$ cat src/hw/rtl/rsi_fifo.sv
//------------------------------------------------------------------------------
// Small synchronous FIFO
// Register-based queue with push/full and pop/empty handshakes.
//------------------------------------------------------------------------------
`default_nettype none

module rsi_fifo #(
   parameter int WIDTH = 8,
   parameter int DEPTH = 2
) (
   input  wire logic             clock,
   input  wire logic             reset,
   input  wire logic             push,
   input  wire logic [WIDTH-1:0] push_data,
   output logic                  full,
   input  wire logic             pop,
   output logic [WIDTH-1:0]      pop_data,
   output logic                  empty
);

   localparam int PW   = (DEPTH > 1) ? $clog2(DEPTH) : 1;
   localparam int CNTW = $clog2(DEPTH + 1);

   logic [WIDTH-1:0] mem_ff [0:DEPTH-1];
   logic [PW-1:0]    wr_ptr_ff, wr_ptr_in;
   logic [PW-1:0]    rd_ptr_ff, rd_ptr_in;
   logic [CNTW-1:0]  count_ff, count_in;
   logic             do_push, do_pop;

   assign full     = (count_ff == CNTW'(DEPTH));
   assign empty    = (count_ff == '0);
   assign do_push  = push && !full;
   assign do_pop   = pop && !empty;
   assign pop_data = mem_ff[rd_ptr_ff];

   always_comb begin
      wr_ptr_in = wr_ptr_ff;
      rd_ptr_in = rd_ptr_ff;
      if (do_push) begin
         wr_ptr_in = (wr_ptr_ff == PW'(DEPTH - 1)) ? '0 : wr_ptr_ff + 1'b1;
      end
      if (do_pop) begin
         rd_ptr_in = (rd_ptr_ff == PW'(DEPTH - 1)) ? '0 : rd_ptr_ff + 1'b1;
      end
      count_in = count_ff + CNTW'(do_push) - CNTW'(do_pop);
   end

   always_ff @(posedge clock) begin
      if (reset) begin
         wr_ptr_ff <= '0;
         rd_ptr_ff <= '0;
         count_ff  <= '0;
      end else begin
         wr_ptr_ff <= wr_ptr_in;
         rd_ptr_ff <= rd_ptr_in;
         count_ff  <= count_in;
      end
   end

   always_ff @(posedge clock) begin
      if (do_push) begin
         mem_ff[wr_ptr_ff] <= push_data;
      end
   end

endmodule

`default_nettype wire

$ cat config.mk
export PLATFORM = sky130hd
export DESIGN_NAME = rsi_fifo
export DESIGN_NICKNAME = d
export VERILOG_FILES = /design/src/hw/rtl/rsi_fifo.sv
export SDC_FILE = /design/constraint.sdc
export NUM_CORES = 1
export LEC_CHECK = 0
export ABC_CLOCK_PERIOD_IN_PS = 4620
export BUFFER_PORTS_ARGS = -buffer_cell sky130_fd_sc_hd__clkbuf_2
export CORE_MARGIN = 2
export CORE_UTILIZATION = 35
export CTS_BUF_LIST = sky130_fd_sc_hd__clkbuf_16
export CTS_CLUSTER_SIZE = 16
export DETAILED_ROUTE_END_ITERATION = 12
export PLACE_DENSITY_LB_ADDON = 0.1
export SETUP_SLACK_MARGIN = 0.4
export SLEW_MARGIN = 0
export SYNTH_ARGS = -nofsm -noshare
export SYNTH_HDL_FRONTEND = slang
export SYNTH_SLANG_ARGS = --single-unit
export TNS_END_PERCENT = 50
$ cat constraint.sdc
create_clock -name clock -period 4.62 [get_ports clock]
set_input_delay 0.693 -clock clock [delete_from_list [all_inputs] [get_ports clock]]
set_output_delay 0.693 -clock clock [all_outputs]
set_load 0.02 [all_outputs]
== Word-level counts from Yosys, hierarchy flattened ==
Memories as Yosys holds them, arrays and structs flattened. A register that Yosys moved wholly into a read port is not among the register bits.
Index checks and enable logic that the tools add are counted.

* Register bits after elaboration: 4
* Input bits: 12
* Output and inout port bits: 10
* Bits in writable memories: 16
* Memories: 1

{| class="wikitable"
|+ Memory list
! memory !! words !! bits a word !! rd ports !! clocked after memory_dff !! wr ports !! RTL line !! text
|-
| mem_ff || 2 || 8 || 1 || 1 || 1 || 24 || <nowiki>logic [WIDTH-1:0] mem_ff [0:DEPTH-1];</nowiki>
|}

* Add/subtract/negate cells: 4
* Multiplexer cells: 6
* Reduce and logical (&&, ||, !) cells: 5
* Equality and inequality tests: 1

{| class="wikitable"
|+ Operators with widths
! kind !! count
|-
| $mux W1 || 6
|-
| $add A1 B1 Y1 const B || 2
|-
| $add A2 B1 Y2 || 1
|-
| $eq A2 B2 Y1 const B || 1
|-
| $logic_and A1 B1 Y1 || 2
|-
| $logic_not A1 Y1 || 2
|-
| $logic_not A2 Y1 || 1
|-
| $sub A2 B1 Y2 || 1
|}

== Longest topological paths before layout ==
* Depth in word-level cells: 5
* Depth in mapped cells: 8
* Depth with buffers taken out: 8

== Worst setup path after synthesis ==
OpenSTA, ideal clock, no wires.

* Path kind: input to register
* Start point: in pop
* End point: reg count_ff[1]
* Setup slack: 2.885 ns
* Arrival time: 1.657 ns
* Buffers on the path: 0
* Stages on the path: 7
* Cell sequence: o21a_2 > ha_1 > inv_1 > ha_1 > xor2_1 > and2_1 > nor3_1

* Longest elaborated chain between the ends: 2

{| class="wikitable"
|+ Ends and longest elaborated chain
! item !! RTL line !! text
|-
| from (decl) || 16 || <nowiki>input wire logic pop,</nowiki>
|-
| $logic_and A1 B1 Y1 || 33 || <nowiki>assign do_pop = pop && !empty;</nowiki>
|-
| $sub A2 B1 Y2 || 45 || <nowiki>count_in = count_ff + CNTW'(do_push) - CNTW'(do_pop);</nowiki>
|-
| to (signal assigned) || 56 || <nowiki>count_ff <= count_in;</nowiki>
|-
| to (decl) || 27 || <nowiki>logic [CNTW-1:0] count_ff, count_in;</nowiki>
|}

No other way between the ends.
A chain may end at the register's enable or synchronous reset.

==> flow_metrics.env <==
export IMPL_die_w_um=52.13
export IMPL_slew_violations=0
export IMPL_layout_nets=91
export IMPL_synth_compound_area_share=0.02315
export IMPL_crit_path_end_kind="primary output"
export IMPL_multi_input_area_um2=210.2
export IMPL_fin_cells=104
export IMPL_first_pass_iters=2
export IMPL_route_antenna_remaining_nets=0
export IMPL_preCtsSetupSlack_ns=2.734
export IMPL_grt_overflow_total=0
export IMPL_leakagePower_nw=0.4326
export IMPL_grt_pass1_vias=426
export IMPL_num_rows=17
export IMPL_yosys_mux_area_fraction=0.1111
export IMPL_fill_cells=216
export IMPL_worst_endpoint_required_ns=3.93
export IMPL_syn_cell_area_um2=810.8
export IMPL_synth_xor_area_share=0.02160
export IMPL_place_congestion=0.6119
export IMPL_yosys_register_bits=21
export IMPL_drv_cap=0
export IMPL_worst_slew_pin_slew_ns=0.3699
export IMPL_drc=0
export IMPL_synthAdderAreaFrac=0.03086
export IMPL_wire_per_inst_um=11.00
export IMPL_dp_cells=100
export IMPL_first_iter_violations=1
export IMPL_synth_top_area_frac=0.5926
export IMPL_cts_setup_buffers=0
export IMPL_ir_worst_vdd_v=0.0002825
export IMPL_max_freq_ghz=0.4961
export IMPL_cp_max_fo=8
export IMPL_track_usage=0.09018
export IMPL_worst_clock_skew_ns=0.001287
export IMPL_tns_ns=0
export IMPL_vias=462
export IMPL_port_buffers=21
export IMPL_hp_class="flop to flop"
export IMPL_syn_nets=66
export IMPL_numClockSinks=21
export IMPL_grt_max_degree=13
export IMPL_setup_viol=0
export IMPL_cp_arrival_ns=1.32
export IMPL_dieArea_um2=2718
export IMPL_area_growth_synth_to_final_pct=26.54
export IMPL_synth_simple_area_share=0.07253
export IMPL_cts_root_buf="clkbuf_16"
export IMPL_cts_resized_gates=0
export IMPL_yosysSeqAreaShare=0.7160
export IMPL_ctsHoldBuffers=0
export IMPL_critical_path_class="flop to primary output"
export IMPL_power_density_nw_per_um2=605.2
export IMPL_outcome="completed"
export IMPL_insertion_delay_ns=0.24
export IMPL_rsz0062_at_grt="no"
export IMPL_fin_area_um2=1026
export IMPL_clk_pin_slew_ns=0.05
export IMPL_slew_headroom=0.7531
export IMPL_avgViaCountPerCell=4.442
export IMPL_reg2reg_to="count_ff[1]"
export IMPL_dieHeight_um=52.13
export IMPL_worstSetupEndpoint="pop_data[1]"
export IMPL_synth_area_top_cells="edfxtp_1 59%, dfxtp_1 12%, mux2_1 6.9%"
export IMPL_antenna_found_initial=0
export IMPL_wl_mm=1.144
export IMPL_ioPinCount=22
export IMPL_cts_tree="yes"
export IMPL_ys_warn_count=0
export IMPL_clk_path_buf_depth=2
export IMPL_cts_made_buffers=3
export IMPL_fin_crit_sh=0.4363
export IMPL_grt_pass1_wl_mm=1.752
export IMPL_avgSynthCellArea_um2=15.59
export IMPL_rrSetupSlack_ns=3.08
export IMPL_hold_viol=0
export IMPL_yosysTopAreaCell="edfxtp_1"
export IMPL_postPlaceCellArea_um2=945.9
export IMPL_post_route_util=0.4683
export IMPL_final_layout_size_suffix_gt1_frac=0.4211
export IMPL_ff_latch_area_um2=580.6
export IMPL_r2r_worst_path_cells=7
export IMPL_setup_slack_ns=2.604
export IMPL_synth_cell_types=21
export IMPL_synth_top_family_by_area="multiplexers"
export IMPL_start_kind="flop"
export IMPL_finalCriticalPeriod_ns=2.016
export IMPL_syn_inst=52
export IMPL_core_area_um2=2191
export IMPL_htree_levels=1
export IMPL_initial_utilization=0.3701
export IMPL_r2r_start="count_ff[1]"
export IMPL_diodes=0
export IMPL_dp_hpwl_um=871.7
routing by layer:
| layer | GRT usage | wire length, µm |
|---|---|---|
| met5 | 0 | 0 |
| met4 | 0.02564 | 0 |
| met3 | 0.02586 | 91 |
| met2 | 0.1730 | 577 |
| met1 | 0.09398 | 476 |
area by class of cell:
cell class	instances	share of cell area
multi-input combinational	26	0.2049
sequential	21	0.5659
clock buffer	3	0.07317
tap	28	0.03415
clock inverter	1	0.004878
inverter	4	0.01463
timing repair buffer	21	0.1024
registers in the layout (all words and copies together) (netlist names), named ones only:
name,flops
count_ff,2
mem_ff,16
wr_ptr_ff,1
rd_ptr_ff,1
report_power, final:
group / switching (mW) / internal, mW
Sequential: 0.0249 / 0.245
Combinational: 0.101 / 0.0755
Clock: 0.0588 / 0.116
cell usage after synthesis:
cell type	n
nor2b_1	1
edfxtp_1	16
mux2_2	3
nor3_1	1
nand2b_2	1
o21ai_0	1
xnor2_1	1
and2_1	1
ha_1	2
inv_2	1
or3_1	1
xor2_1	1
buf_2	1
mux2_1	5
dfxtp_1	5
nor2_1	4
and3_2	1
nand2_1	1
a21oi_1	1
o21a_2	1
inv_1	3
worst max-delay path, stage by stage (launching register included):
cell      delay, ns
dfxtp_1        0.54
mux2_2         0.38
clkbuf_2       0.15
kinds of logic (layout without fill, tap and decap cells):
logic type,Yosys count,in the layout
AOI/OAI and AO/OA,3,3
xor gates and xnor gates,2,2
adders and majority gates,2,2
buffers and inverters,5,29
DFF,21,21
muxes,8,8
and+or+nand+nor,11,11
metrics by stage:
stage	hold slack, ns	total power [mW]
2_1_floorplan	0.4515	0.4012
3_3_place_gp	0.4670	0.4539
3_5_place_dp	0.4822	0.4550
4_1_cts	0.4899	0.6326
5_1_grt	0.5086	0.6564
6_report	0.4855	0.6209
worst min path at each step:
| stage | end | slack [ns] | start | cells after the start |
|---|---|---|---|---|
| 2_1_floorplan | wr_ptr_ff | 0.45 | wr_ptr_ff | 2 |
| 3_3_place_gp | wr_ptr_ff | 0.47 | wr_ptr_ff | 2 |
| 3_5_place_dp | wr_ptr_ff | 0.48 | wr_ptr_ff | 2 |
| 4_1_cts | wr_ptr_ff | 0.49 | wr_ptr_ff | 2 |
| 5_1_grt | wr_ptr_ff | 0.51 | wr_ptr_ff | 2 |
| 6_report | wr_ptr_ff | 0.49 | wr_ptr_ff | 2 |
cells in the final DEF, fill, tap and decap left out, types with 2 or more instances in the layout:
cell        n
mux2_1      5
clkbuf_2   21
mux2_2      3
clkbuf_16   3
dfxtp_1     5
edfxtp_1   16
nor2_1      4
inv_1       3
ha_1        2
(Power assumes the default switching activity.)
