--- src/hw/rtl/rsi_pkg.sv ---
//------------------------------------------------------------------------------
// Ray-sphere intersection package
// Result record and status codes shared by the intersection pipeline.
//------------------------------------------------------------------------------
`default_nettype none

package rsi_pkg;

   // Width of one coordinate port and of the radius port.
   localparam int FIELD_WIDTH  = 32;
   localparam int RADIUS_WIDTH = 31;

   // Result status codes.
   localparam logic [1:0] STATUS_HIT      = 2'd0;
   localparam logic [1:0] STATUS_MISS     = 2'd1;
   localparam logic [1:0] STATUS_ZERO_DIR = 2'd2;

   typedef struct packed {
      logic [1:0]             status;
      logic [FIELD_WIDTH-1:0] hit_distance;
      logic                   saturated;
   } result_type;

endpackage

`default_nettype wire

--- src/hw/rtl/rsi_fifo.sv ---
//------------------------------------------------------------------------------
// Small synchronous FIFO
// Register-based queue with push/full and pop/empty handshakes.
//------------------------------------------------------------------------------
`default_nettype none

module rsi_fifo #(
   parameter int WIDTH = 8,
   parameter int DEPTH = 2
) (
   input  wire logic             clock,
   input  wire logic             reset,
   input  wire logic             push,
   input  wire logic [WIDTH-1:0] push_data,
   output logic                  full,
   input  wire logic             pop,
   output logic [WIDTH-1:0]      pop_data,
   output logic                  empty
);

   localparam int PW   = (DEPTH > 1) ? $clog2(DEPTH) : 1;
   localparam int CNTW = $clog2(DEPTH + 1);

   logic [WIDTH-1:0] mem_ff [0:DEPTH-1];
   logic [PW-1:0]    wr_ptr_ff, wr_ptr_in;
   logic [PW-1:0]    rd_ptr_ff, rd_ptr_in;
   logic [CNTW-1:0]  count_ff, count_in;
   logic             do_push, do_pop;

   assign full     = (count_ff == CNTW'(DEPTH));
   assign empty    = (count_ff == '0);
   assign do_push  = push && !full;
   assign do_pop   = pop && !empty;
   assign pop_data = mem_ff[rd_ptr_ff];

   always_comb begin
      wr_ptr_in = wr_ptr_ff;
      rd_ptr_in = rd_ptr_ff;
      if (do_push) begin
         wr_ptr_in = (wr_ptr_ff == PW'(DEPTH - 1)) ? '0 : wr_ptr_ff + 1'b1;
      end
      if (do_pop) begin
         rd_ptr_in = (rd_ptr_ff == PW'(DEPTH - 1)) ? '0 : rd_ptr_ff + 1'b1;
      end
      count_in = count_ff + CNTW'(do_push) - CNTW'(do_pop);
   end

   always_ff @(posedge clock) begin
      if (reset) begin
         wr_ptr_ff <= '0;
         rd_ptr_ff <= '0;
         count_ff  <= '0;
      end else begin
         wr_ptr_ff <= wr_ptr_in;
         rd_ptr_ff <= rd_ptr_in;
         count_ff  <= count_in;
      end
   end

   always_ff @(posedge clock) begin
      if (do_push) begin
         mem_ff[wr_ptr_ff] <= push_data;
      end
   end

endmodule

`default_nettype wire

--- src/hw/rtl/rsi_front.sv ---
//------------------------------------------------------------------------------
// Ray-sphere front end
// Accepts ray-sphere pairs, forms center minus origin, flags a zero direction
// and queues the classified item for the arithmetic back end.
//------------------------------------------------------------------------------
`default_nettype none

module rsi_front #(
   parameter int CW = 32
) (
   input  wire logic                                   clock,
   input  wire logic                                   reset,
   input  wire logic                                   req_push,
   output logic                                        req_full,
   input  wire logic [2:0][rsi_pkg::FIELD_WIDTH-1:0]   origin,
   input  wire logic [2:0][rsi_pkg::FIELD_WIDTH-1:0]   dir,
   input  wire logic [2:0][rsi_pkg::FIELD_WIDTH-1:0]   center,
   input  wire logic [rsi_pkg::RADIUS_WIDTH-1:0]       radius,
   output logic                                        item_valid,
   input  wire logic                                   item_pop,
   output logic [1+(CW-1)+3*CW+3*(CW+1)-1:0]           item_data
);

   localparam int IW = 1 + (CW - 1) + 3 * CW + 3 * (CW + 1);

   logic [IW-1:0]      packed_item;
   logic signed [CW:0] oc [3];
   logic               zero_dir;
   logic               queue_empty;

   // Item layout, low to high: oc x/y/z, dir x/y/z, radius, zero-direction flag.
   always_comb begin
      zero_dir    = 1'b1;
      packed_item = '0;
      for (int i = 0; i < 3; i++) begin
         oc[i] = (CW + 1)'(signed'(center[i][CW-1:0]))
               - (CW + 1)'(signed'(origin[i][CW-1:0]));
         if (dir[i][CW-1:0] != '0) begin
            zero_dir = 1'b0;
         end
         packed_item[i*(CW+1) +: CW+1]     = oc[i];
         packed_item[3*(CW+1)+i*CW +: CW]  = dir[i][CW-1:0];
      end
      packed_item[3*(CW+1)+3*CW +: CW-1] = radius[CW-2:0];
      packed_item[IW-1]                  = zero_dir;
   end

   rsi_fifo #(
      .WIDTH(IW),
      .DEPTH(2)
   ) u_queue (
      .clock    (clock),
      .reset    (reset),
      .push     (req_push),
      .push_data(packed_item),
      .full     (req_full),
      .pop      (item_pop),
      .pop_data (item_data),
      .empty    (queue_empty)
   );

   assign item_valid = !queue_empty;

endmodule

`default_nettype wire

--- config.mk ---
export PLATFORM = sky130hd
export DESIGN_NAME = rsi_front
export DESIGN_NICKNAME = d
export VERILOG_FILES = /design/src/hw/rtl/rsi_pkg.sv /design/src/hw/rtl/rsi_fifo.sv /design/src/hw/rtl/rsi_front.sv
export SDC_FILE = /design/constraint.sdc
export NUM_CORES = 1
export LEC_CHECK = 0
export BUFFER_PORTS_ARGS = -buffer_cell sky130_fd_sc_hd__buf_4
export CAP_MARGIN = 20
export CORE_MARGIN = 1.5
export CORE_UTILIZATION = 40
export DETAILED_ROUTE_END_ITERATION = 10
export PLACE_DENSITY = 0.65
export SLEW_MARGIN = 20
export SYNTH_ARGS = -nofsm -noshare
export SYNTH_HDL_FRONTEND = slang
export SYNTH_SLANG_ARGS = --single-unit
--- constraint.sdc ---
create_clock -name clock -period 22.8 [get_ports clock]
set_clock_uncertainty 0.1 [all_clocks]
set_input_delay 2.28 -clock clock [delete_from_list [all_inputs] [get_ports clock]]
set_output_delay 2.28 -clock clock [all_outputs]
set_load 0.05 [all_outputs]
After elaboration in Yosys (flattened, before gate mapping)
Memory sizes are Yosys's and may differ from the RTL's. A register that Yosys moved wholly into a read port is not among the register bits.
Index checks and enable logic that the tools add are counted.
{"block": "word_totals", "reg_bits": 4, "ramBits": 454, "in_bits": 323, "out_inout_bits": 229, "word_cells": 29, "mem_count": 1}
{"name": "u_queue.mem_ff", "depth": 2, "width": 227, "rd": 1, "rd_clocked_by_memory_dff": 1, "wr": 1, "line_no": "rsi_fifo.sv:24", "source": "logic [WIDTH-1:0] mem_ff [0:DEPTH-1];"}
{"block": "classes", "add_sub_neg": 7, "eq_ne": 1, "muxes": 9, "reduce_logical": 8}
{"operator": "subtractor 32 x 32 -> 33 bit", "count": 3}
{"operator": "nonzero test 32 bit", "count": 3}
{"operator": "2-to-1 mux 1 bit", "count": 9}
{"operator": "adder 1 bit (second input constant)", "count": 2}
{"operator": "adder 2 x 1 -> 2 bit", "count": 1}
{"operator": "equality test 2 bit (second input constant)", "count": 1}
{"operator": "logical AND 1 bit", "count": 2}
{"operator": "logical NOT 1 bit", "count": 2}
{"operator": "logical NOT 2 bit", "count": 1}
{"operator": "subtractor 2 x 1 -> 2 bit", "count": 1}

Depth between registers and ports, before layout
Gate-level depths: netlist (run 1).
{"block": "logic_depth", "word_depth": 5, "ltp_mapped": 10, "ltp_nobuf": 10}

Cells and area by module
From an unflattened synthesis (run 1), not the netlist that was laid out.
{"block": "hier_totals", "cells_unflattened": 1586, "hier_area_um2": 22424.0}
{"mod": "rsi_fifo", "n_inst": 1, "cells_per_inst": 733, "area_per_inst_um2": 16709.8, "seq_area_each_um2": 13733.2}
{"mod": "rsi_front", "n_inst": 1, "cells_per_inst": 853, "area_per_inst_um2": 5714.2, "seq_area_each_um2": 0.0}

Worst setup path after synthesis (run 1)
Ideal clock, no wire load.
{"block": "synth_timing", "path_type": "input -> register", "start": "input req_push", "end": "memory u_queue.mem_ff[0][0] in the netlist's numbering, enable pin", "setup_ns": 0.818, "arrival_time_ns": 11.773, "required_time_ns": 21.882, "path_slack_ns": 10.109, "cell_stages": 2, "path_buffers": 0, "cell_sequence": "nand2_1 > nor2_1"}
{"block": "synth_via", "elab_chain_len": 3}
{"element": "start: declaration", "line_no": "rsi_front.sv:13", "source": "input wire logic req_push,"}
{"element": "logical AND 1 bit", "line_no": "rsi_fifo.sv:32", "source": "assign do_push = push && !full;"}
{"element": "2-to-1 mux 1 bit", "line_no": "rsi_fifo.sv:61", "source": "if (do_push) begin"}
{"element": "2-to-1 mux 1 bit (not written as such)", "line_no": "rsi_fifo.sv:62", "source": "mem_ff[wr_ptr_ff] <= push_data;"}
{"element": "end: declaration", "line_no": "rsi_fifo.sv:24"}
No other way between the ends.

==> results.yml, run 1 <==
clock_network:
  clk_latency_ns: 0.59
  h-tree-depth: 2
  ctsResizeCount: 0
  cts-buffers-inserted: 51
  clkTransAtPathRegs_ns: 0.06
  cts_tree: "done"
  clkSinkCount: 459
  post_cts_buffers: 0
  root_buffer: "clkbuf_16"
  cts_buffer_depth: 3
  postCtsHoldBufs: 0
cells_and_area:
  layout-drive-gt1-share_pct: 39.32
  nets: 2632
  layout_common_cells: "buf_4 (557), edfxtp_1 (454), mux2_2 (229)"
  fin_area_sq_um: 29170
  fillers: 4749
  final_common_cell: "buf_4"
  area_growth_pct: 29.78
  stdcell_count: 3004
floorplanning:
  io_pins: 552
  core_sq_um: 55310
  die_area_sq_um: 57630
  start_util_pct: 40.64
  die_h_microns: 240.1
  placementRows: 86
  die_w_microns: 240.1
sta:
  fin_crit_ns: 5.570
  maxSlewViolCount: 0
  fin_crit_sh_pct: 24.43
  slew_headroom_pct: 29.05
  tns_ns: 0
  hold_viol: 0
  worst_pin_slew_ns: 1.064
  rsz0062_at_grt: "no"
  fmax_mhz: 179.5
  finalSetupViolations: 0
  setup_ws_ns: 17.23
  whs_ns: 0.4084
placement:
  globalplace.congestion: 0.9208
  dp_hpwl_microns: 44170
  dp_slack_ns: 17.53
  portBuffers: 551
  dp.cells: 2902
  post_dp_cell_area_sq_um: 27450
drt:
  via_per_inst: 5.138
  drt_wl_total_microns: 59920
  drt-initial-drc-count: 885
  num_vias: 15440
  ant_nets: 0
  drcViolationCount: 0
  wl_per_cell_microns: 19.95
  first_pass_iters: 5
power:
  power.internal_uw: 2063
  p_sw_uw: 1339
  p_comb_share_pct: 42.0
  p_leak_uw: 0.01175
  seqPwrFrac_pct: 34.0
  switching_share_pct: 39.35
  peakVddDrop_uv: 93.15
  pwr-share-clk_pct: 24.0
  p_per_area_nw_per_um2: 116.6
yosys:
  avgSynthCellArea_sq_um: 13.67
  ys_seq_area_share_pct: 61.09
  yosysWarnings: 0
  synthCells: 1645
  netlist.area_leader.share_pct: 60.65
  synthTopCellsByArea: "edfxtp_1 (61%), mux2_2 (11%), ha_1 (5.5%), inv_1 (2.3%), xnor2_1 (2.1%)"
  synth_edf_count: 454
  synth.net_count: 2069
  ys_types: 74
  ys.flop_type: "edfxtp_1"
  synthArstFlopShare_pct: 0
  synth_top_area_cell: "edfxtp_1"
  ys_ff_latch: 459
  syn_area_sq_um: 22480
global_routing:
  grt_max_degree: 156
  grt_remaining_overflow: 0
  grt_pass1_vias: 15520
  antenna_found_initial: 7
  grt_pass1_wl_microns: 87900
  grt_usage_pct: 19.79
critical_path:
  crit_required_ns: 20.42
  critPathKind: "reg -> out"
  cp_slowest_cell: "buf_4"
  end_kind: "primary output"
  max_stage_delay_ns: 0.69
  cpMostUsedCell: "buf_4"
  worstPathArrival_ns: 3.19
  crit_chain: "buf_6 > buf_4 > buf_12 > mux2_2 > buf_4"
  cp_num_buf_inv: 4
  critPathMaxFanout: 82
  cp_top_family: "buffers and inverters"
  cp-start-kind: "flip-flop"
min_path:
  holdCritPathClass: "reg -> reg"
run_status:
  status: "complete, no violations"
flow_run:
  maxCapViolations: 0
[flip-flops by register name, indices dropped and copies added (netlist names), named ones only]
| name | flops |
|---|---|
| u_queue.count_ff | 2 |
| u_queue.rd_ptr_ff | 1 |
| u_queue.wr_ptr_ff | 1 |
| u_queue.mem_ff | 454 |
[path summary, 6_finish.rpt]
kind | start | endpoint | slack, ns | depth (start not counted)
min reg2reg | u_queue.rd_ptr_ff | flip-flop | 0.41 | 2
min | u_queue.rd_ptr_ff | flip-flop | 0.41 | 2
max | flip-flop | item_data[72] | 17.23 | 5
max reg2reg | u_queue.count_ff[0] | u_queue.mem_ff[1][2] | 19.41 | 5
[layout make-up]
type                       instances  area [sq um]  area share, %
clock inverter                    35         379.1          1.300
tap                              748         935.9          3.208
sequential                       459         13740          47.09
clock buffer                      61          1314          4.503
multi-input combinational        997          8040          27.56
antenna                            5         12.51        0.04289
inverter                         139         521.8          1.788
timing repair buffer             560          4233          14.51
[power by group through the flow]
stage / Clock (uW) / Sequential [uW] / Combinational [uW]
after detailed placement: 0 / 1170 / 1430
after global routing: 868 / 1170 / 1500
after CTS: 840 / 1160 / 1440
after floorplan: 0 / 1200 / 1000
final: 816 / 1160 / 1430
after global placement: 0 / 1170 / 1430
[worst min-delay path: stages, from the launching register on]
cell and delay [ns]:
dfxtp_1 0.32, xnor2_1 0.08, nor2_1 0.07
[per-layer routing]
layer / vias to the layer above / GRT usage [%] / part of all wire [%]
met4: 4 / 6.918 / 2.8
met1: 7468 / 24.39 / 41
met2: 521 / 34.19 / 50
met3: 98 / 4.282 / 6.7
li1: 7345 / - / -
met5: - / 0 / 0.045
[metrics by stage]
| stage | util (%) | total power (uW) |
|---|---|---|
| finish | 52.75 | 3402 |
| global route | 52.74 | 3532 |
| global placement | 49.62 | 2597 |
| detailed placement | 49.63 | 2608 |
| floorplan | - | 2203 |
| CTS | 52.69 | 3437 |
[cell usage after synthesis, drive strengths merged, types with 3 or more instances]
library cell / instances
a211o: 5
a211oi: 11
a21o: 42
a21oi: 93
a311oi: 3
a31o: 3
a31oi: 16
and2: 4
and3: 8
and4: 5
clkbuf: 48
dfxtp: 5
edfxtp: 454
fa: 3
ha: 98
inv: 139
mux2: 229
nand2: 72
nand2b: 10
nand3: 25
nand4: 20
nand4b: 3
nor2: 73
nor2b: 11
nor3: 13
nor4: 31
o2111ai: 5
o211a: 4
o211ai: 7
o21a: 10
o21ai: 42
o21bai: 12
o221ai: 3
o311ai: 5
o31a: 4
or2: 4
or3: 6
xnor2: 55
xor2: 29
[cells by family (layout without fill, tap and decap cells)]
| logic type | count (synthesis) | after routing | share of synthesized area [%] |
|---|---|---|---|
| flip-flops | 459 | 459 | 61.09 |
| AND/OR/NAND/NOR | 293 | 293 | 6.540 |
| AO/OA/AOI/OAI | 288 | 288 | 8.616 |
| multiplexers | 231 | 231 | 11.56 |
| buffers and inverters | 189 | 795 | 3.195 |
| adder cells (fa/ha/maj) | 101 | 101 | 5.722 |
| XOR/XNOR | 84 | 84 | 3.273 |
| other | 0 | 5 | 0 |
Note: power is estimated with default switching activity, not from simulation.
==> run 2, diff against run 1 <==
Settings changed: ABC_AREA set to 1, PLACE_DENSITY 0.65 to 0.66.
Clock period 22.8 ns to 4.55 ns, I/O delays scaled along.
==> run 2 against run 1 <==
Effect of this change:
- synthesized area up 9.2%
- power rose to 4.7 times the previous value
- die area up 9.0%
- sequential power rose to 4.9 times the previous value
- via count up 25%
- non-clock buffer count up 144
- sequential share of layout area down 5.2 points
- count of clock-buffer cells in the layout down 8
- synthesized cell count up 50%
- hold slack worse by 0.31 ns
==> results.yml, run 2 <==
critical_path:
  critPathMaxFanout: 63
  crit_required_ns: 3.99
  end_kind: "primary output"
  crit_chain: "buf_4 > mux2_2 > buf_4"
  worstPathArrival_ns: 2.65
  cpMostUsedCell: "buf_4"
  critPathKind: "reg -> out"
  ff2ff_path_depth: 5
  cp-start-kind: "flip-flop"
  cp_slowest_cell: "dfxtp_4"
  max_stage_delay_ns: 1.00
global_routing:
  grt_usage_pct: 22.65
  grt_pass1_wl_microns: 108700
  grt_remaining_overflow: 0
  grt_pass1_vias: 19070
  antenna_found_initial: 1
  grt_max_degree: 83
sta:
  fin_crit_sh_pct: 70.54
  maxSlewViolCount: 0
  finalSetupViolations: 0
  fmax_mhz: 311.6
  hold_viol: 0
  tns_ns: 0
  setup_ws_ns: 1.340
  fin_crit_ns: 3.210
  slew_headroom_pct: 32.71
  rsz0062_at_grt: "no"
  worst_pin_slew_ns: 1.000
drt:
  drt_wl_total_microns: 73040
  drcViolationCount: 0
  num_vias: 19230
  wl_per_cell_microns: 18.21
  drt-initial-drc-count: 1088
  ant_nets: 0
  via_per_inst: 4.796
  first_pass_iters: 5
floorplanning:
  io_pins: 552
  die_area_sq_um: 62840
  core_sq_um: 60470
  placementRows: 90
  start_util_pct: 40.58
  die_w_microns: 250.7
  die_h_microns: 250.7
placement:
  globalplace.congestion: 0.9695
  portBuffers: 551
  post_dp_cell_area_sq_um: 29810
  dp_hpwl_microns: 56400
  dp_slack_ns: 1.936
yosys:
  synth_common_cells: "nand2_1 (753), inv_1 (482), edfxtp_1 (454), mux2_2 (227), nor2_1 (150)"
  synthCells: 2461
  synth.net_count: 2885
  yosysMostFrequentCell: "nand2_1"
  synth_edf_count: 454
  synth_top_area_cell: "edfxtp_1"
  ys_types: 29
  ys_seq_area_share_pct: 55.97
  netlist.area_leader.share_pct: 55.56
  ys_ff_latch: 459
  ys.flop_type: "edfxtp_1"
  syn_area_sq_um: 24540
  synthArstFlopShare_pct: 0
  yosysWarnings: 0
  avgSynthCellArea_sq_um: 9.970
  synthTopCellsByArea: "edfxtp_1 (56%), nand2_1 (12%), mux2_2 (10%), inv_1 (7.4%), ha_1 (5.0%)"
clock_network:
  h-tree-depth: 2
  ctsResizeCount: 0
  clk_latency_ns: 0.60
  clkTransAtPathRegs_ns: 0.06
  cts_buffer_depth: 3
  cts_tree: "done"
  post_cts_buffers: 0
  clkSinkCount: 459
  root_buffer: "clkbuf_16"
  cts-buffers-inserted: 49
cells_and_area:
  nets: 3613
  largest_reg_flops: 454
  top_regs: "u_queue.mem_ff x454, u_queue.count_ff x2"
  fillers: 5274
  top_register: "u_queue.mem_ff"
  fin_area_sq_um: 32790
  area_growth_pct: 33.63
  layout-drive-gt1-share_pct: 28.22
  final_common_cell: "nand2_1"
  layout_common_cells: "nand2_1 (753), buf_4 (569), inv_1 (482)"
  diodes: 0
min_path:
  holdCritPathClass: "in -> reg"
  min_path_cells: 4
power:
  p_per_area_nw_per_um2: 492.3
  p_leak_uw: 0.01545
  seqPwrFrac_pct: 35.2
  peakVddDrop_uv: 387.2
  power.internal_uw: 9993
  p_sw_uw: 6150
  p_comb_share_pct: 39.0
  pwr-share-clk_pct: 25.8
  switching_share_pct: 38.10
flow_run:
  maxCapViolations: 0
run_status:
  status: "complete, no violations"
[run 2: cell types whose count changed after synthesis, moves of 20 or more]
cell      before  now
nor2_1        73  150
a21oi_1       93   62
xnor2_1       55    7
nand2_2        0   20
buf_2          1   21
a21o_1        40    3
clkbuf_1      48    0
nand2_1       72  753
inv_1        139  482
nand3_1       24   67
o21ai_0       36    1
[run 2: what timing repair did]
| item | CTS | global route |
|---|---|---|
| hold endpoints to repair | 259 | 0 |
| hold buffers | 128 | 0 |
| setup endpoints to repair | 0 | 0 |
[run 2: kinds of logic (layout without fill, tap and decap cells)]
group,after synthesis,in the layout,synth area share (%)
flip-flops,459,459,55.97
AO/OA/AOI/OAI,71,71,1.540
adder cells (fa/ha/maj),101,101,5.242
multiplexers,227,227,10.42
buffers and inverters,509,1276,7.985
XOR/XNOR,46,46,1.642
AND/OR/NAND/NOR,1048,1048,17.20
[run 2: path summary, 6_finish.rpt]
kind,start,end,slack (ns)
worst min-delay path,item_pop,flip-flop,0.09
worst max register to register,u_queue.count_ff[1],u_queue.mem_ff[1][220],2.46
worst min register to register,u_queue.rd_ptr_ff,flip-flop,0.38
worst max-delay path,flip-flop,item_data[220],1.34
[run 2: through the flow]
step                      hold slack [ns]  utilization [%]  std cells  total power (uW)
after floorplan                    0.3544                -       2461              9954
after global placement             0.3569            49.25       3791             11900
after detailed placement           0.3732            49.29       3792             11960
after CTS                         0.04310            54.22       4010             16250
after global routing              0.09190            54.22       4010             16760
final                             0.09426            54.22       4010             16140
[run 2: per-layer routing]
layer | part of all wire, % | global-route usage, % | wire length (microns) | vias up
met1 | 41 | 27.96 | 29810 | 8970
met2 | 49 | 39.73 | 36040 | 702
met5 | 0.018 | 0 | 13 | -
met3 | 6.6 | 4.240 | 4809 | 126
li1 | - | - | - | 9430
met4 | 3.2 | 7.584 | 2362 | 2
[run 2: layout make-up]
| cell class | count | area [sq um] | share of cell area [%] |
|---|---|---|---|
| inverters | 482 | 1809 | 5.518 |
| multi-input cells | 1493 | 8864 | 27.03 |
| flip-flops and latches | 459 | 13740 | 41.89 |
| repair buffers | 704 | 5700 | 17.39 |
| clock buffers | 53 | 1241 | 3.785 |
| well taps | 782 | 978.4 | 2.984 |
| clock inverters | 37 | 459.2 | 1.400 |
[run 2: critical path, delay by kind of cell (launching register included)]
kind     cells  cell delay [ns]
mux          1             0.41
flops        1             1.00
buf+inv      2             0.64
[run 2: power by group through the flow]
stage | clock network [uW] | logic [uW] | registers, uW
after floorplan | 0 | 4270 | 5680
after global placement | 0 | 6140 | 5750
after detailed placement | 0 | 6190 | 5770
after CTS | 4250 | 6320 | 5680
after global routing | 4410 | 6620 | 5740
final | 4160 | 6290 | 5680
==> run 3, diff against run 2 <==
Settings changed: PLACE_DENSITY 0.66 to 0.64.
Clock period 4.55 ns to 3.2 ns, I/O delays scaled along.
==> run 3 against run 2 <==
Effect of this change:
- final area is 0.15% lower
- wire length down 2.9%
- critical path depth unchanged
- first-iteration DRC count fell by 7.7%
- via count shrank 1.3%
- non-clock buffer count shrank 12
- flip-flop and latch count did not move
- register-to-register slack got worse by 1.1 ns
- final cell count fell by 0.20%
- count of clock-buffer cells in the layout grew 8
- largest cell class unchanged
==> results.yml, run 3 (synthesis gave the netlist of run 2 again) <==
critical_path:
  cp_slowest_cell: "dfxtp_4"
  crit_required_ns: 2.78
  ff2ff_path_depth: 4
  critPathKind: "reg -> out"
  crit_chain: "buf_12 > mux2_2 > buf_4"
  cp_num_buf_inv: 2
  critPathMaxFanout: 77
  r2r_slack_ns: 1.38
  worstPathArrival_ns: 2.17
  rr_endpoint: "u_queue.mem_ff[1][2]"
  end_kind: "primary output"
  cp-start-kind: "flip-flop"
  cp_top_family: "buffers and inverters"
  max_stage_delay_ns: 0.50
  r2r_start: "u_queue.count_ff[1]"
min_path:
  worst_hold_path.endpoint: "u_queue.mem_ff[0][66]"
  min_path_cells: 3
  hp-start: "origin[64]"
  holdCritPathClass: "in -> reg"
cells_and_area:
  nets: 3603
  largest_reg_flops: 454
  fin_area_sq_um: 32740
  fillers: 5309
  layout-drive-gt1-share_pct: 27.90
  top_register: "u_queue.mem_ff"
  layout_common_cells: "nand2_1 (753), buf_4 (553), inv_1 (481)"
  area_growth_pct: 33.43
  multi_input_area_sq_um: 8871
  fin_util_pct: 54.14
  final_common_cell: "nand2_1"
  top_regs: "u_queue.mem_ff x454, u_queue.count_ff x2"
  seqCellArea_sq_um: 13740
floorplanning:
  placementRows: 90
  die_h_microns: 250.7
  start_util_pct: 40.58
  die_w_microns: 250.7
  die_area_sq_um: 62840
  io_pins: 552
  core_sq_um: 60470
global_routing:
  grt_remaining_overflow: 0
  grt_usage_pct: 22.02
  antenna_found_initial: 2
  grt_max_degree: 118
  grt_pass1_wl_microns: 107000
  grt_pass1_vias: 19180
power:
  p_per_area_nw_per_um2: 701.8
  seqPwrFrac_pct: 34.7
  p_leak_uw: 0.01539
  power.internal_uw: 14210
  peakVddDrop_uv: 629.8
  p_comb_share_pct: 39.7
  switching_share_pct: 38.16
  pwr-share-clk_pct: 25.6
  p_sw_uw: 8768
clock_network:
  cts_buffer_depth: 3
  clkTransAtPathRegs_ns: 0.06
  h-tree-depth: 2
  clkSinkCount: 459
  clk_latency_ns: 0.58
  cts_tree: "done"
  ctsResizeCount: 0
  cts-buffers-inserted: 51
  root_buffer: "clkbuf_16"
drt:
  via_per_inst: 4.741
  first_pass_iters: 6
  drt-initial-drc-count: 1004
  wl_per_cell_microns: 17.73
  num_vias: 18970
  drcViolationCount: 0
  ant_nets: 0
  drt_wl_total_microns: 70950
run_status:
  status: "complete, no violations"
sta:
  maxSlewViolCount: 0
  tns_ns: 0
  fin_crit_sh_pct: 81.05
  finalSetupViolations: 0
  worst_pin_slew_ns: 0.8022
  fin_crit_ns: 2.594
  setup_ws_ns: 0.6063
  hold_viol: 0
  fmax_mhz: 385.6
  rsz0062_at_grt: "no"
  whs_ns: 0.05200
  slew_headroom_pct: 46.52
flow_run:
  maxCapViolations: 0
placement:
  portBuffers: 551
  globalplace.congestion: 0.9457
  post_dp_cell_area_sq_um: 29750
  dp_hpwl_microns: 53400
  dp_slack_ns: 0.8270
run 3: tightest hold or removal path: stages:
cell   delay [ns]
buf_4        0.08
ha_1         0.13
inv_1        0.05
run 3: cell type report:
class / instances / share of cell area (%)
antenna: 1 / 0.007643
clock buffer: 61 / 4.078
clock inverter: 32 / 1.108
inverter: 482 / 5.526
multi-input combinational: 1493 / 27.10
sequential: 459 / 41.96
tap: 782 / 2.988
timing repair buffer: 692 / 17.24
run 3: metrics by stage:
stage	instances	total power, uW
2_1_floorplan	2461	14160
3_3_place_gp	3779	17010
3_5_place_dp	3779	17080
4_1_cts	4001	23180
5_1_grt	4002	23890
6_report	4002	22980
run 3: metal layers:
metal | share of wire [%] | track usage (%) | vias up
met3 | 6.6 | 4.915 | 126
met1 | 42 | 27.69 | 8872
li1 | - | - | 9422
met4 | 3.3 | 7.723 | 2
met2 | 48 | 37.28 | 552
met5 | 0.016 | 0 | -
run 3: worst max path at each step:
stage,startpoint,to,slack [ns],depth (start not counted)
after floorplan,u_queue.count_ff[1],u_queue.mem_ff[1][0],-1.15,3
after global placement,origin[0],u_queue.mem_ff[0][28],0.85,13
after detailed placement,origin[0],u_queue.mem_ff[0][24],0.83,13
after CTS,flip-flop,item_data[140],0.54,3
after global routing,flip-flop,item_data[196],0.51,3
final,flip-flop,item_data[196],0.61,3
run 3: power by group through the flow:
| stage | Clock, uW | Sequential, uW | Combinational (uW) |
|---|---|---|---|
| floorplan | 0 | 8080 | 6080 |
| global placement | 0 | 8040 | 8960 |
| detailed placement | 0 | 8090 | 9000 |
| CTS | 6040 | 7970 | 9170 |
| global route | 6250 | 8040 | 9600 |
| finish | 5880 | 7970 | 9130 |
run 3: what timing repair did:
| action | 4_1_cts | 5_1_grt |
|---|---|---|
| hold endpoints to repair | 259 | 0 |
| hold buffers | 129 | 0 |
| buffers inserted | 0 | 0 |
| endpoints found under the setup margin | 0 | 0 |
